==> src/rtl/hbcd_pkg.sv <==
// Shared types and constants for the hysteresis band classifier with dwell.
// Holds register indexes, reset values and the configuration bundle.
// No dependencies.
`default_nettype none

package hbcd_pkg;

  localparam int unsigned HBCD_COUNT_BITS = 16;
  localparam int unsigned HBCD_TIME_BITS  = 32;

  localparam int unsigned HBCD_SCORE_W   = 16;
  localparam int unsigned HBCD_CFG_W     = 16;
  localparam int unsigned HBCD_DWELL_W   = 24;
  localparam int unsigned HBCD_CNT_OUT_W = 16;
  localparam int unsigned HBCD_CFG_IDX_W = 2;

  localparam logic [HBCD_CFG_W-1:0] HBCD_RST_STEP_INTERVAL  = 16'd64;
  localparam logic [HBCD_CFG_W-1:0] HBCD_RST_RISE_THRESHOLD = 16'd32768;
  localparam logic [HBCD_CFG_W-1:0] HBCD_RST_FALL_THRESHOLD = 16'd19661;
  localparam logic [HBCD_CFG_W-1:0] HBCD_RST_MIN_DWELL      = 16'd256;

  typedef enum logic [HBCD_CFG_IDX_W-1:0] {
    CFG_STEP_INTERVAL  = 2'd0,
    CFG_RISE_THRESHOLD = 2'd1,
    CFG_FALL_THRESHOLD = 2'd2,
    CFG_MIN_DWELL      = 2'd3
  } hbcd_cfg_idx_t;

  typedef struct packed {
    logic [HBCD_CFG_W-1:0] step_interval;
    logic [HBCD_CFG_W-1:0] rise_threshold;
    logic [HBCD_CFG_W-1:0] fall_threshold;
    logic [HBCD_CFG_W-1:0] min_dwell;
  } hbcd_cfg_t;

endpackage

`default_nettype wire

==> src/rtl/hbcd_cfg_regs.sv <==
// Configuration register file: step interval, thresholds and minimum dwell.
// Depends on hbcd_pkg.
`default_nettype none

module hbcd_cfg_regs (
  input  wire logic                              clk,
  input  wire logic                              rst_n,
  input  wire logic                              cfg_we,
  input  wire logic [hbcd_pkg::HBCD_CFG_IDX_W-1:0] cfg_index,
  input  wire logic [hbcd_pkg::HBCD_CFG_W-1:0]     cfg_data,
  output hbcd_pkg::hbcd_cfg_t                    cfg
);
  import hbcd_pkg::*;

  hbcd_cfg_t cfg_r;
  hbcd_cfg_t cfg_nxt;

  always_comb begin
    cfg_nxt = cfg_r;
    if (cfg_we) begin
      unique case (hbcd_cfg_idx_t'(cfg_index))
        CFG_STEP_INTERVAL:  cfg_nxt.step_interval  = cfg_data;
        CFG_RISE_THRESHOLD: cfg_nxt.rise_threshold = cfg_data;
        CFG_FALL_THRESHOLD: cfg_nxt.fall_threshold = cfg_data;
        CFG_MIN_DWELL:      cfg_nxt.min_dwell      = cfg_data;
        default:            cfg_nxt = cfg_r;
      endcase
    end
  end

  always_ff @(posedge clk) begin
    if (!rst_n) begin
      cfg_r.step_interval  <= HBCD_RST_STEP_INTERVAL;
      cfg_r.rise_threshold <= HBCD_RST_RISE_THRESHOLD;
      cfg_r.fall_threshold <= HBCD_RST_FALL_THRESHOLD;
      cfg_r.min_dwell      <= HBCD_RST_MIN_DWELL;
    end else begin
      cfg_r <= cfg_nxt;
    end
  end

  assign cfg = cfg_r;

endmodule

`default_nettype wire

==> src/rtl/hbcd_band_update.sv <==
// Series state: band, dwell and elapsed accumulators, move counters.
// Loads the next state from one sample beat. Depends on hbcd_pkg.
`default_nettype none

module hbcd_band_update #(
  parameter int unsigned COUNT_BITS = hbcd_pkg::HBCD_COUNT_BITS,
  parameter int unsigned TIME_BITS  = hbcd_pkg::HBCD_TIME_BITS
) (
  input  wire logic                               clk,
  input  wire logic                               rst_n,
  input  wire logic                               load,
  input  wire hbcd_pkg::hbcd_cfg_t                cfg,
  input  wire logic [hbcd_pkg::HBCD_SCORE_W-1:0]  score,
  input  wire logic                               first,
  output logic                                    band,
  output logic [hbcd_pkg::HBCD_DWELL_W-1:0]       dwell,
  output logic [COUNT_BITS-1:0]                   rise_ctr,
  output logic [COUNT_BITS-1:0]                   fall_ctr,
  output logic [TIME_BITS-1:0]                    elapsed,
  output logic [COUNT_BITS:0]                     moves
);
  import hbcd_pkg::*;

  localparam int unsigned MW  = COUNT_BITS + 1;
  localparam int unsigned ESW = TIME_BITS + 1;
  localparam int unsigned DSW = HBCD_DWELL_W + 1;

  logic                    band_r, band_nxt;
  logic [HBCD_DWELL_W-1:0] dwell_r, dwell_nxt;
  logic [COUNT_BITS-1:0]   rise_r, rise_nxt;
  logic [COUNT_BITS-1:0]   fall_r, fall_nxt;
  logic [TIME_BITS-1:0]    elapsed_r, elapsed_nxt;
  logic [MW-1:0]           moves_r, moves_nxt;

  logic                    band_base;
  logic [HBCD_DWELL_W-1:0] dwell_base;
  logic [COUNT_BITS-1:0]   rise_base;
  logic [COUNT_BITS-1:0]   fall_base;
  logic [TIME_BITS-1:0]    elapsed_base;
  logic [MW-1:0]           moves_base;
  logic [DSW-1:0]          dwell_sum;
  logic [HBCD_DWELL_W-1:0] dwell_sat;
  logic [ESW-1:0]          elapsed_sum;
  logic                    may_move;
  logic                    rise_move;
  logic                    fall_move;
  logic                    rise_inc;
  logic                    fall_inc;

  always_comb begin
    // restart the series ahead of this sample
    band_base    = first ? 1'b0 : band_r;
    dwell_base   = first ? '0 : dwell_r;
    rise_base    = first ? '0 : rise_r;
    fall_base    = first ? '0 : fall_r;
    elapsed_base = first ? '0 : elapsed_r;
    moves_base   = first ? '0 : moves_r;

    dwell_sum = {1'b0, dwell_base} + DSW'(cfg.step_interval);
    dwell_sat = dwell_sum[DSW-1] ? '1 : dwell_sum[HBCD_DWELL_W-1:0];
    may_move  = dwell_sat >= HBCD_DWELL_W'(cfg.min_dwell);

    rise_move = !band_base && (score > cfg.rise_threshold) && may_move;
    fall_move = band_base && (score < cfg.fall_threshold) && may_move;
    rise_inc  = rise_move && !(&rise_base);
    fall_inc  = fall_move && !(&fall_base);

    band_nxt  = band_base ^ (rise_move | fall_move);
    dwell_nxt = (rise_move | fall_move) ? '0 : dwell_sat;
    rise_nxt  = rise_base + COUNT_BITS'(rise_inc);
    fall_nxt  = fall_base + COUNT_BITS'(fall_inc);
    moves_nxt = moves_base + MW'(rise_inc | fall_inc);

    elapsed_sum = {1'b0, elapsed_base} + ESW'(cfg.step_interval);
    elapsed_nxt = elapsed_sum[ESW-1] ? '1 : elapsed_sum[TIME_BITS-1:0];
  end

  always_ff @(posedge clk) begin
    if (!rst_n) begin
      band_r    <= 1'b0;
      dwell_r   <= '0;
      rise_r    <= '0;
      fall_r    <= '0;
      elapsed_r <= '0;
      moves_r   <= '0;
    end else if (load) begin
      band_r    <= band_nxt;
      dwell_r   <= dwell_nxt;
      rise_r    <= rise_nxt;
      fall_r    <= fall_nxt;
      elapsed_r <= elapsed_nxt;
      moves_r   <= moves_nxt;
    end
  end

  assign band     = band_r;
  assign dwell    = dwell_r;
  assign rise_ctr = rise_r;
  assign fall_ctr = fall_r;
  assign elapsed  = elapsed_r;
  assign moves    = moves_r;

endmodule

`default_nettype wire

==> src/rtl/hbcd_bound_out.sv <==
// Result stage: moves times minimum dwell against elapsed time, result register.
// Depends on hbcd_pkg.
`default_nettype none

module hbcd_bound_out #(
  parameter int unsigned COUNT_BITS = hbcd_pkg::HBCD_COUNT_BITS,
  parameter int unsigned TIME_BITS  = hbcd_pkg::HBCD_TIME_BITS
) (
  input  wire logic                                 clk,
  input  wire logic                                 rst_n,
  input  wire logic                                 load,
  input  wire logic                                 drop,
  input  wire logic [hbcd_pkg::HBCD_CFG_W-1:0]      min_dwell,
  input  wire logic                                 band,
  input  wire logic [hbcd_pkg::HBCD_DWELL_W-1:0]    dwell,
  input  wire logic [COUNT_BITS-1:0]                rise_ctr,
  input  wire logic [COUNT_BITS-1:0]                fall_ctr,
  input  wire logic [TIME_BITS-1:0]                 elapsed,
  input  wire logic [COUNT_BITS:0]                  moves,
  input  wire logic                                 last,
  output logic                                      out_valid,
  output logic                                      out_band,
  output logic [hbcd_pkg::HBCD_DWELL_W-1:0]         out_dwell_time,
  output logic [hbcd_pkg::HBCD_CNT_OUT_W-1:0]       out_rise_count,
  output logic [hbcd_pkg::HBCD_CNT_OUT_W-1:0]       out_fall_count,
  output logic                                      out_bound_ok,
  output logic                                      out_done_res
);
  import hbcd_pkg::*;

  localparam int unsigned PROD_W = COUNT_BITS + 1 + HBCD_CFG_W;
  localparam int unsigned CMP_W  = (PROD_W > TIME_BITS) ? PROD_W : TIME_BITS;

  logic [PROD_W-1:0]         prod;
  logic                      bound_ok;

  logic                      vld_r, vld_nxt;
  logic                      band_r;
  logic [HBCD_DWELL_W-1:0]   dwell_r;
  logic [HBCD_CNT_OUT_W-1:0] rise_r;
  logic [HBCD_CNT_OUT_W-1:0] fall_r;
  logic                      bound_ok_r;
  logic                      done_r;

  assign prod     = PROD_W'(moves) * PROD_W'(min_dwell);
  assign bound_ok = CMP_W'(prod) <= CMP_W'(elapsed);

  always_comb begin
    vld_nxt = vld_r;
    if (load) begin
      vld_nxt = 1'b1;
    end else if (drop) begin
      vld_nxt = 1'b0;
    end
  end

  always_ff @(posedge clk) begin
    if (!rst_n) begin
      vld_r <= 1'b0;
    end else begin
      vld_r <= vld_nxt;
    end
  end

  always_ff @(posedge clk) begin
    if (load) begin
      band_r     <= band;
      dwell_r    <= dwell;
      rise_r     <= HBCD_CNT_OUT_W'(rise_ctr);
      fall_r     <= HBCD_CNT_OUT_W'(fall_ctr);
      bound_ok_r <= bound_ok;
      done_r     <= last;
    end
  end

  assign out_valid      = vld_r;
  assign out_band       = band_r;
  assign out_dwell_time = dwell_r;
  assign out_rise_count = rise_r;
  assign out_fall_count = fall_r;
  assign out_bound_ok   = bound_ok_r;
  assign out_done_res   = done_r;

endmodule

`default_nettype wire

==> src/rtl/hysteresis_band_classifier_dwell.sv <==
// Top level: hysteresis band classifier with minimum dwell time.
// Uses hbcd_pkg, hbcd_cfg_regs, hbcd_band_update and hbcd_bound_out.
//
//   channel | direction | handshake            | payload
//   in      | sink      | in_valid / in_stall  | in_score, in_first, in_last
//   out     | source    | out_valid / out_stall| out_band .. out_done_res
//   cfg     | sink      | cfg_we               | cfg_index, cfg_data
//
// One beat per cycle sustained while out_stall stays low; a beat is accepted into
// the input register, then updates the series state, then passes the bound check
// into the result register. The band/dwell state loop sets the rate.
// Synchronous reset clears the series state and loads register defaults.
// out_stall backs up through the three stages; in_stall rises only once all hold.
`default_nettype none

module hysteresis_band_classifier_dwell #(
  parameter int unsigned COUNT_BITS = hbcd_pkg::HBCD_COUNT_BITS,
  parameter int unsigned TIME_BITS  = hbcd_pkg::HBCD_TIME_BITS
) (
  input  wire logic                                 clk,
  input  wire logic                                 rst_n,
  input  wire logic                                 cfg_we,
  input  wire logic [hbcd_pkg::HBCD_CFG_IDX_W-1:0]  cfg_index,
  input  wire logic [hbcd_pkg::HBCD_CFG_W-1:0]      cfg_data,
  input  wire logic                                 in_valid,
  output logic                                      in_stall,
  input  wire logic [hbcd_pkg::HBCD_SCORE_W-1:0]    in_score,
  input  wire logic                                 in_first,
  input  wire logic                                 in_last,
  output logic                                      out_valid,
  input  wire logic                                 out_stall,
  output logic                                      out_band,
  output logic [hbcd_pkg::HBCD_DWELL_W-1:0]         out_dwell_time,
  output logic [hbcd_pkg::HBCD_CNT_OUT_W-1:0]       out_rise_count,
  output logic [hbcd_pkg::HBCD_CNT_OUT_W-1:0]       out_fall_count,
  output logic                                      out_bound_ok,
  output logic                                      out_done_res
);
  import hbcd_pkg::*;

  hbcd_cfg_t cfg;

  logic                    s0_vld_r, s0_vld_nxt;
  logic [HBCD_SCORE_W-1:0] s0_score_r;
  logic                    s0_first_r;
  logic                    s0_last_r;
  logic                    s1_vld_r, s1_vld_nxt;
  logic                    s1_last_r;

  logic s2_free, s1_free, s0_free;
  logic s1_adv, s0_adv, in_acc, out_beat;

  logic                    st_band;
  logic [HBCD_DWELL_W-1:0] st_dwell;
  logic [COUNT_BITS-1:0]   st_rise;
  logic [COUNT_BITS-1:0]   st_fall;
  logic [TIME_BITS-1:0]    st_elapsed;
  logic [COUNT_BITS:0]     st_moves;

  assign out_beat = out_valid && !out_stall;
  assign s2_free  = !out_valid || !out_stall;
  assign s1_adv   = s1_vld_r && s2_free;
  assign s1_free  = !s1_vld_r || s2_free;
  assign s0_adv   = s0_vld_r && s1_free;
  assign s0_free  = !s0_vld_r || s1_free;
  assign in_acc   = in_valid && s0_free;
  assign in_stall = !s0_free;

  always_comb begin
    s0_vld_nxt = s0_vld_r;
    if (in_acc) begin
      s0_vld_nxt = 1'b1;
    end else if (s0_adv) begin
      s0_vld_nxt = 1'b0;
    end
    s1_vld_nxt = s1_vld_r;
    if (s0_adv) begin
      s1_vld_nxt = 1'b1;
    end else if (s1_adv) begin
      s1_vld_nxt = 1'b0;
    end
  end

  always_ff @(posedge clk) begin
    if (!rst_n) begin
      s0_vld_r <= 1'b0;
      s1_vld_r <= 1'b0;
    end else begin
      s0_vld_r <= s0_vld_nxt;
      s1_vld_r <= s1_vld_nxt;
    end
  end

  always_ff @(posedge clk) begin
    if (in_acc) begin
      s0_score_r <= in_score;
      s0_first_r <= in_first;
      s0_last_r  <= in_last;
    end
    if (s0_adv) begin
      s1_last_r <= s0_last_r;
    end
  end

  hbcd_cfg_regs u_cfg (
    .clk       (clk),
    .rst_n     (rst_n),
    .cfg_we    (cfg_we),
    .cfg_index (cfg_index),
    .cfg_data  (cfg_data),
    .cfg       (cfg)
  );

  hbcd_band_update #(
    .COUNT_BITS (COUNT_BITS),
    .TIME_BITS  (TIME_BITS)
  ) u_update (
    .clk      (clk),
    .rst_n    (rst_n),
    .load     (s0_adv),
    .cfg      (cfg),
    .score    (s0_score_r),
    .first    (s0_first_r),
    .band     (st_band),
    .dwell    (st_dwell),
    .rise_ctr (st_rise),
    .fall_ctr (st_fall),
    .elapsed  (st_elapsed),
    .moves    (st_moves)
  );

  hbcd_bound_out #(
    .COUNT_BITS (COUNT_BITS),
    .TIME_BITS  (TIME_BITS)
  ) u_out (
    .clk            (clk),
    .rst_n          (rst_n),
    .load           (s1_adv),
    .drop           (out_beat),
    .min_dwell      (cfg.min_dwell),
    .band           (st_band),
    .dwell          (st_dwell),
    .rise_ctr       (st_rise),
    .fall_ctr       (st_fall),
    .elapsed        (st_elapsed),
    .moves          (st_moves),
    .last           (s1_last_r),
    .out_valid      (out_valid),
    .out_band       (out_band),
    .out_dwell_time (out_dwell_time),
    .out_rise_count (out_rise_count),
    .out_fall_count (out_fall_count),
    .out_bound_ok   (out_bound_ok),
    .out_done_res   (out_done_res)
  );

endmodule

`default_nettype wire

==> config.mk <==
export PLATFORM = sky130hd
export DESIGN_NAME = hysteresis_band_classifier_dwell
export DESIGN_NICKNAME = d
export VERILOG_FILES = /design/src/rtl/hbcd_pkg.sv /design/src/rtl/hbcd_cfg_regs.sv /design/src/rtl/hbcd_band_update.sv /design/src/rtl/hbcd_bound_out.sv /design/src/rtl/hysteresis_band_classifier_dwell.sv
export SDC_FILE = /design/constraint.sdc
export NUM_CORES = 1
export LEC_CHECK = 0
export BUFFER_PORTS_ARGS = -buffer_cell sky130_fd_sc_hd__buf_2
export CAP_MARGIN = 30
export CORE_AREA = 2 2 198 200
export CTS_BUF_LIST = sky130_fd_sc_hd__clkbuf_8
export CTS_CLUSTER_SIZE = 25
export DETAILED_ROUTE_END_ITERATION = 10
export DIE_AREA = 0 0 200 202
export PLACE_DENSITY = 0.77
export SLEW_MARGIN = 20
export SYNTH_ARGS = -nofsm -noshare
export SYNTH_HDL_FRONTEND = slang
export SYNTH_HIERARCHICAL = 1
export SYNTH_SLANG_ARGS = --single-unit
==> constraint.sdc <==
create_clock -name clk -period 12.3 [get_ports clk]
set_input_delay 1.845 -clock clk [delete_from_list [all_inputs] [get_ports clk]]
set_output_delay 1.845 -clock clk [all_outputs]
set_load 0.01 [all_outputs]
Word level (Yosys, flattened, before mapping):

Cells that the tools add are included.

* add/sub/neg operators: 5
* $mul: 1
* magnitude comparators: 4
* equal/unequal tests: 3
* mux-type cells: 15
* bitwise logic cells: 3
* reduce and logical (&&, ||, !) cells: 31

Operators by type and width (count)
* $mux 24: 3
* $mux 32: 2
* $add 32x16->33: 1
* $le 33x32->1: 1
* $mul 17x16->33: 1
* $add 16x1->16: 2
* $mux 16: 2
* $reduce_and 16->1: 2
* $add 24x16->25: 1
* $ge 24x16->1: 1
* $add 17x17->17: 1
* $mux 17: 1
* $gt 16x16->1: 1
* $lt 16x16->1: 1
* $logic_and 1x1->1: 10
* $logic_not 1->1: 8
* $reduce_and 2->1: 4
* $mux 1: 7
* $reduce_bool 2->1: 3
* $eq 2x2->1 const B: 2
* $logic_or 1x1->1: 3
* $eq 2x1->1 const B: 1
* $logic_not 2->1: 1
* $or 1x1->1: 2
* $xor 1x1->1: 1

* flip-flop bits (word level): 251
* input port bits: 41
* output and inout bits: 61

Longest topological paths before layout:

Gate-level depths: netlist of run 1.

* word-level depth: 8
* gate-level depth with buffers: 32
* gate-level depth less buffers: 31

By module:

The synthesis of run 1 kept the hierarchy.

By module, submodules not included
* hbcd_bound_out: times used 1, cells each 1198, area each 11464.7 um2, sequential area each 1791.7 um2
* hbcd_band_update: times used 1, cells each 1046, area each 8095.3 um2, sequential area each 2122.0 um2
* hbcd_cfg_regs: times used 1, cells each 231, area each 2443.6 um2, sequential area each 1281.2 um2
* hysteresis_band_classifier_dwell: times used 1, cells each 30, area each 673.1 um2, sequential area each 610.6 um2

Worst setup path after synthesis of run 1:

No wires, ideal clock.

* path kind: reg-to-reg
* start: register, netlist name u_cfg/cfg[9]
* end: register u_out.bound_ok_r, in the netlist u_out/out_bound_ok (data pin)
* library setup time: 0.146 ns
* data arrival time: 7.142 ns
* data required time: 12.154 ns
* path slack: 5.012 ns
* stages on the path, launching flop included: 29
* buffers on the path: 2
* clock period less this slack: 7.288 ns
* cells stage by stage: dfxtp_1 clkbuf_1 clkbuf_1 nand2_1 fa_1 inv_1 fa_1 fa_1 fa_1 fa_1 inv_1 fa_1 inv_1 ha_1 a2111oi_1 a31oi_1 a31oi_1 o31a_4 o21ai_0 xor2_1 ha_1 a21o_1 a21o_1 a21oi_1 o211ai_1 a21o_1 a221oi_1 o21ai_0 a21oi_1

* longest elaborated chain between the ends: 2

RTL lines
* $mul 17x16->33: RTL line hbcd_bound_out.sv:45 `assign prod = PROD_W'(moves) * PROD_W'(min_dwell);`
* $le 33x32->1: RTL line hbcd_bound_out.sv:46 `assign bound_ok = CMP_W'(prod) <= CMP_W'(elapsed);`
* named net u_out.bound_ok: RTL line hbcd_bound_out.sv:35 `logic bound_ok;`
* to (signal assigned): RTL line hbcd_bound_out.sv:71 `bound_ok_r <= bound_ok;`
* to (decl): RTL line hbcd_bound_out.sv:42 `logic bound_ok_r;`

The timed path passes the listed nets, and every way through them passes these cells.
A chain may end at the register's enable or synchronous reset.

Worst setup path in the final report of run 1:

* start: register, netlist name u_cfg/cfg[9]
* end: register u_out.bound_ok_r, in the netlist u_out/out_bound_ok (data pin)

* longest elaborated chain between the ends: 2

RTL lines (RTL line)
* $mul 17x16->33: hbcd_bound_out.sv:45
* $le 33x32->1: hbcd_bound_out.sv:46
* named net u_out.bound_ok: hbcd_bound_out.sv:35

The timed path passes the listed nets, and every way through them passes these cells.

==> flow_summary_export.csv, run 1 <==
group,metric,value,unit
cts,post_cts.repair.setup_buffers,0,
floorplanning,io_pins,102,
layout,finalNetCount,3040,
sta,final.setup.worst_slack,4165,ps
sta,max-slew-margin-rel,25.35,%
yosys,synthArstFlopShare,0,%
floorplanning,num_rows,72,
layout,layout_commonest_cell,"inv_1",
hold_path,holdPathEnd,"s1_last_r",
yosys,synth.avg_cell_area,9.053,sq um
floorplanning,die_h,202,um
cts,cts-root-buf,"clkbuf_8",
global_route,overflow,0,
global_route,antenna_found_initial,0,
yosys,yosysWarnings,6,
run_status,status,"finished, final reports clean",
sta,drv_slew,0,
placed_design,placed_cell_area,23520,sq um
yosys,synth_seq_cells,251,
yosys,synth_area,22680,sq um
layout,final_layout_size_suffix_gt1_share,8.257,%
cts,postCtsHoldBufs,0,
setup_path,crit_required,12760,ps
flow_run,cap_violations,0,
yosys,synth_area_leaders,"fa_1 (19%), dfxtp_1 (15%), ha_1 (12%)",
cts,cts.sinks,251,
sta,holdWs,424.9,ps
sta,worst-slew-pin-transition,1115,ps
setup_path,arrival,8590,ps
placed_design,io_buffer_count,101,
drt,drc_errors,0,
yosys,syn_inst,2505,
hold_path,hp-class,"register to register",
setup_path,critPathMaxFanout,19,
layout,nFillCells,3113,
pwr,ir_drop,0.1127,mV
cts,cts_resized,0,
sta,hold_violations,0,
setup_path,cpPeakStageDelay,900,ps
sta,final.period_utilization,66.14,%
drt,routed_wl,59.22,mm
floorplanning,initial_core_util,59.23,%
hold_path,hold_depth,0,
layout,multi_input_area,15140,sq um
setup_path,critPathKind,"register to register",
placed_design,gp_congestion,0.9463,
global_route,track_usage,29.93,%
sta,rsz0062_at_grt,"no",
layout,seq_area,5806,sq um
drt,wl_per_cell,18.97,um
global_route,grt_pass1_vias,18350,
cts,htreeDepth,2,
global_route,grt_pass1_wl,95.52,mm
yosys,syn-num-nets,2978,
yosys,yosysTopAreaCell,"fa_1",
placed_design,pre_cts_slack,4194,ps
setup_path,rrSetupSlack,4170,ps
global_route,grt_max_degree,74,
cts,clk_latency,620,ps
sta,finClkSkew,27.07,ps
drt,via_per_inst,5.833,
drt,drt-initial-drc-count,1223,
sta,setup_tns,0,ps
cts,cts_tree,"yes",
drt,dr.pass1.iters,7,
yosys,synth_flop_cell,"dfxtp_1",
pwr,p_leak,11.67,nW
pwr,powerDensity,78.70,nW/um^2
drt,ant_nets,0,
cts,path_clk_slew,60,ps
floorplanning,dieArea,40400,sq um
floorplanning,fp.dieW,200,um
drt,dr_total_vias,18210,
setup_path,r2r-end,"u_out/out_bound_ok",
hold_path,hp-start,"s0_last_r",
layout,stdcell_area,24530,sq um
sta,setup_viol,0,
floorplanning,core,38290,sq um
yosys,seq_area_frac_synth,25.60,%
yosys,synth_cell_types,77,
setup_path,timing.rr.start,"u_cfg/cfg[9]",
yosys,synth_top_area_share,18.54,%
yosys,synth-edff-count,78,
layout,mostFrequentLayoutCells,"inv_1 (356), nand2_1 (347), ha_1 (222)",
placed_design,hpwl,44.13,mm
setup_path,cpMaxStageDelayCell,"dfxtp_1",
cts,cts.path.max_buffers,3,
layout,areaGrowthSynthToFinish,8.166,%
setup_path,cp-start-kind,"register",
placed_design,place_inst,3037,
layout,final_cells,3122,
layout,num_antenna_cells,0,
cts,cts_buffers,45,
sta,period_minus_slack,8135,ps
sta,clock.fmax,122.9,MHz
setup_path,cp-end-kind,"register",
setup_path,r2r_cells,28,
setup_path,cpMostUsedCell,"fa_1",
==> power breakdown <==
| part | total [mW] | internal, mW | switching (mW) | leakage, nW |
|---|---|---|---|---|
| logic | 0.173 | 0.0639 | 0.109 | 8.95 |
| clock network | 0.857 | 0.480 | 0.377 | 0.536 |
| registers | 0.900 | 0.874 | 0.0267 | 2.19 |
==> critical path: cells and delay by family (launching register included) <==
kind                     cells  cell delay, ps
AND/OR/NAND/NOR              3             510
buffers and inverters        5             300
AO/OA/AOI/OAI               11            2410
XOR/XNOR                     1              90
adder cells (fa/ha/maj)      8            3750
flip-flops                   1             900
==> per-layer routing <==
layer	track usage, %	vias to the layer above	share of wire [%]
met5	0	-	0
met4	11.08	0	3.6
met3	4.756	120	6.2
met2	49.01	686	47
met1	40.03	8993	43
li1	-	8411	-
==> flip-flops by register name, summed over array words and instances (netlist names), 16 cells and up <==
signal and count:
u_update/elapsed 32, u_update/rise_ctr 16, u_out/out_rise_count 16, u_update/moves 17, u_update/dwell 24, u_update/fall_ctr 16
s0_score_r 16, u_out/out_fall_count 16, u_out/out_dwell_time 24, u_cfg/cfg 64
==> metrics by stage <==
| step | util (%) | power, mW |
|---|---|---|
| floorplan | - | 1.024 |
| global placement | 61.35 | 1.077 |
| detailed placement | 61.43 | 1.084 |
| CTS | 64.03 | 1.938 |
| global route | 64.07 | 1.995 |
| finish | 64.07 | 1.930 |
==> logic make-up after synthesis <==
family	after synthesis	synth area share [%]
AOI/OAI and AO/OA	386	11.44
DFF	251	25.60
muxes	64	2.830
and+or+nand+nor	840	18.49
adders and majority gates	432	30.79
xor gates and xnor gates	81	3.128
buffers and inverters	451	7.719
==> worst max path at each step <==
stage / from / endpoint / slack, ps
after floorplan: u_cfg/cfg[9] / u_out/out_bound_ok / 5010
after global placement: u_cfg/cfg[8] / u_out/out_bound_ok / 4380
after detailed placement: u_cfg/cfg[8] / u_out/out_bound_ok / 4190
after CTS: u_cfg/cfg[8] / u_out/out_bound_ok / 4180
after global routing: u_cfg/cfg[9] / u_out/out_bound_ok / 3700
final: u_cfg/cfg[9] / u_out/out_bound_ok / 4170
==> cell type report <==
cell class | count | area share, %
Clock buffer | 56 | 3.142
Clock inverter | 28 | 0.9080
Inverter | 353 | 5.402
Multi-Input combinational cell | 1803 | 61.71
Sequential cell | 251 | 23.67
Tap cell | 518 | 2.642
Timing Repair Buffer | 113 | 2.530
==> synth_stat cells, types with 5 or more instances <==
cell,number
inv_1,351
nand2_1,347
ha_1,222
fa_1,210
dfxtp_1,173
and2_1,147
nor2_1,99
a21oi_1,87
clkbuf_1,84
o21ai_0,84
edfxtp_1,78
nor2b_1,73
mux2i_1,63
xnor2_1,52
a21o_1,45
nand3_1,44
nand4_1,33
xor2_1,29
a31oi_1,28
and3_1,21
a22o_1,17
nand2b_1,16
nor3_1,16
o21a_1,15
a21boi_0,14
o211ai_1,11
a211o_1,10
a211oi_1,9
and4b_1,8
nor3b_1,8
or3_1,7
and4_1,6
o21bai_1,6
buf_6,5
Power figures use the tool's default switching activity.
==> run 2: changes to the inputs <==
clock period = 7.6 ns   (was 12.3 ns; I/O delays follow)
==> run 2 against run 1 <==
  * Largest cell class unchanged
  * Register-to-register slack worse by 3800 ps
  * Sequential cell count stayed put
  * Fmax is 12% higher
  * Worst setup slack worse by 3800 ps
  * Largest power group unchanged
  * Combinational power is 74% higher
  * First-iteration DRC count is 0.41% lower
  * Wire length is 0.67% lower
==> flow_summary_export.csv, run 2 (same netlist as run 1, synthesis figures left out) <==
group,metric,value,unit
layout,num_antenna_cells,0,
cts,clk_latency,620,ps
hold_path,hold_depth,0,
global_route,antenna_found_initial,0,
sta,holdWs,441.9,ps
hold_path,hp-class,"register to register",
pwr,ir_drop,0.1676,mV
drt,via_per_inst,5.698,
setup_path,critPathMaxFanout,6,
floorplanning,core,38290,sq um
layout,final_cells,3183,
setup_path,cp-start-kind,"register",
drt,wl_per_cell,18.48,um
sta,period_minus_slack,7278,ps
flow_run,cap_violations,0,
layout,largest_register_ffs,64,
layout,utilization,65.78,%
setup_path,cp-end-kind,"register",
global_route,overflow,0,
cts,cts.path.max_buffers,3,
layout,mostFrequentLayoutCells,"inv_1 (363), nand2_1 (347), ha_1 (215)",
placed_design,hpwl,45.72,mm
setup_path,arrival,7740,ps
setup_path,critPathKind,"register to register",
floorplanning,dieArea,40400,sq um
drt,drc_errors,0,
cts,path_clk_slew,60,ps
layout,nFillCells,3046,
setup_path,cpMostUsedCell,"fa_1",
sta,max-slew-margin-rel,27.80,%
layout,final_layout_size_suffix_gt1_share,11.41,%
layout,areaGrowthSynthToFinish,11.07,%
sta,final.period_utilization,95.77,%
global_route,grt_pass1_wl,94.63,mm
cts,cts_tree,"yes",
drt,drt-initial-drc-count,1218,
hold_path,holdPathEnd,"u_out/out_done_res",
setup_path,cpPeakStageDelay,590,ps
setup_path,cpMaxStageDelayCell,"fa_1",
global_route,grt_pass1_vias,18240,
drt,dr_total_vias,18140,
cts,cts.sinks,251,
setup_path,r2r-end,"u_out/out_bound_ok",
cts,htreeDepth,2,
sta,finClkSkew,23.96,ps
drt,dr.pass1.iters,5,
setup_path,path_buf_inv,5,
sta,hold_violations,0,
placed_design,io_buffer_count,101,
floorplanning,fp.dieW,200,um
floorplanning,initial_core_util,59.23,%
placed_design,place_inst,3099,
global_route,track_usage,29.72,%
global_route,grt_max_degree,73,
layout,finalNetCount,3102,
hold_path,hp-start,"s1_last_r",
layout,layout_commonest_cell,"inv_1",
sta,setup_viol,0,
layout,stdcell_area,25190,sq um
setup_path,rrSetupSlack,320,ps
sta,clock.fmax,137.4,MHz
floorplanning,num_rows,72,
setup_path,crit_required,8060,ps
setup_path,crit_family,"adder cells",
setup_path,timing.rr.start,"u_cfg/cfg[6]",
sta,setup_tns,0,ps
sta,drv_slew,0,
drt,ant_nets,0,
pwr,p_leak,12.01,nW
placed_design,placed_cell_area,24020,sq um
floorplanning,die_h,202,um
sta,worst-slew-pin-transition,1078,ps
floorplanning,io_pins,102,
pwr,powerDensity,125.6,nW/um^2
run_status,status,"finished, final reports clean",
cts,cts_buffers,44,
drt,routed_wl,58.83,mm
placed_design,gp_congestion,0.9639,
cts,cts-root-buf,"clkbuf_8",
setup_path,r2r_cells,29,
run 2: cell types whose count changed in the layout (fill, tap and decap cells not counted), sizes merged:
cell / delta
clkinv: -7
inv: +6
clkbuf: -3
bufinv: +2
buf: +63
run 2: where the power goes:
part	total [mW]	internal, mW	switching (mW)
logic	0.301	0.112	0.189
clock network	1.42	0.811	0.606
registers	1.45	1.41	0.0328
total	3.16	2.34	0.828
run 2: repair_timing:
action,in CTS,in global routing
hold endpoints to repair,0,0
gates resized for setup,4,37
cloned,0,0
pin swaps,0,12
hold buffers,0,0
endpoints found under the setup margin,1,1
setup buffers,0,1
run 2: how the worst max path moves through the flow:
stage                                  from  slack (ps)  cells past startpoint                  to
after global placement    u_update/moves[7]         250                     28  u_out/out_bound_ok
after global routing           u_cfg/cfg[6]          -6                     28  u_out/out_bound_ok
final                          u_cfg/cfg[6]         320                     29  u_out/out_bound_ok
after CTS                 u_update/moves[3]          50                     28  u_out/out_bound_ok
after floorplan                u_cfg/cfg[9]         310                     28  u_out/out_bound_ok
after detailed placement      u_cfg/cfg[12]          -3                     27  u_out/out_bound_ok
run 2: cell type report:
| type | count | area [sq um] | share of cell area [%] |
|---|---|---|---|
| Inverter | 353 | 1325 | 5.261 |
| Tap cell | 518 | 648.1 | 2.573 |
| Timing Repair Buffer | 176 | 1120 | 4.446 |
| Clock inverter | 29 | 274.0 | 1.088 |
| Clock buffer | 53 | 729.5 | 2.896 |
| Multi-Input combinational cell | 1803 | 15260 | 60.57 |
| Sequential cell | 251 | 5834 | 23.16 |
run 2: worst reg2reg max path, delay by kind of cell (launching register included):
kind                       cells  cell delay, ps
AOI/OAI and AO/OA             12            2140
xor gates and xnor gates       1             200
adders and majority gates      8            3590
buffers and inverters          5             440
DFF                            1             360
and+or+nand+nor                3             420
run 2: routing by layer:
metal / up-vias / global-route usage [%] / share of wire, %
li1: 8545 / - / -
met1: 8847 / 39.62 / 43
met2: 619 / 48.03 / 47
met3: 127 / 4.639 / 6.1
met4: 0 / 12.88 / 4.3
met5: - / 0 / 0
run 2: through the flow:
| stage | setup WS (ps) | power [mW] |
|---|---|---|
| after floorplan | 312.2 | 1.657 |
| after global placement | 249.6 | 1.756 |
| after detailed placement | -2.795 | 1.766 |
| after CTS | 45.11 | 3.190 |
| after global routing | -5.501 | 3.284 |
| final | 321.6 | 3.164 |
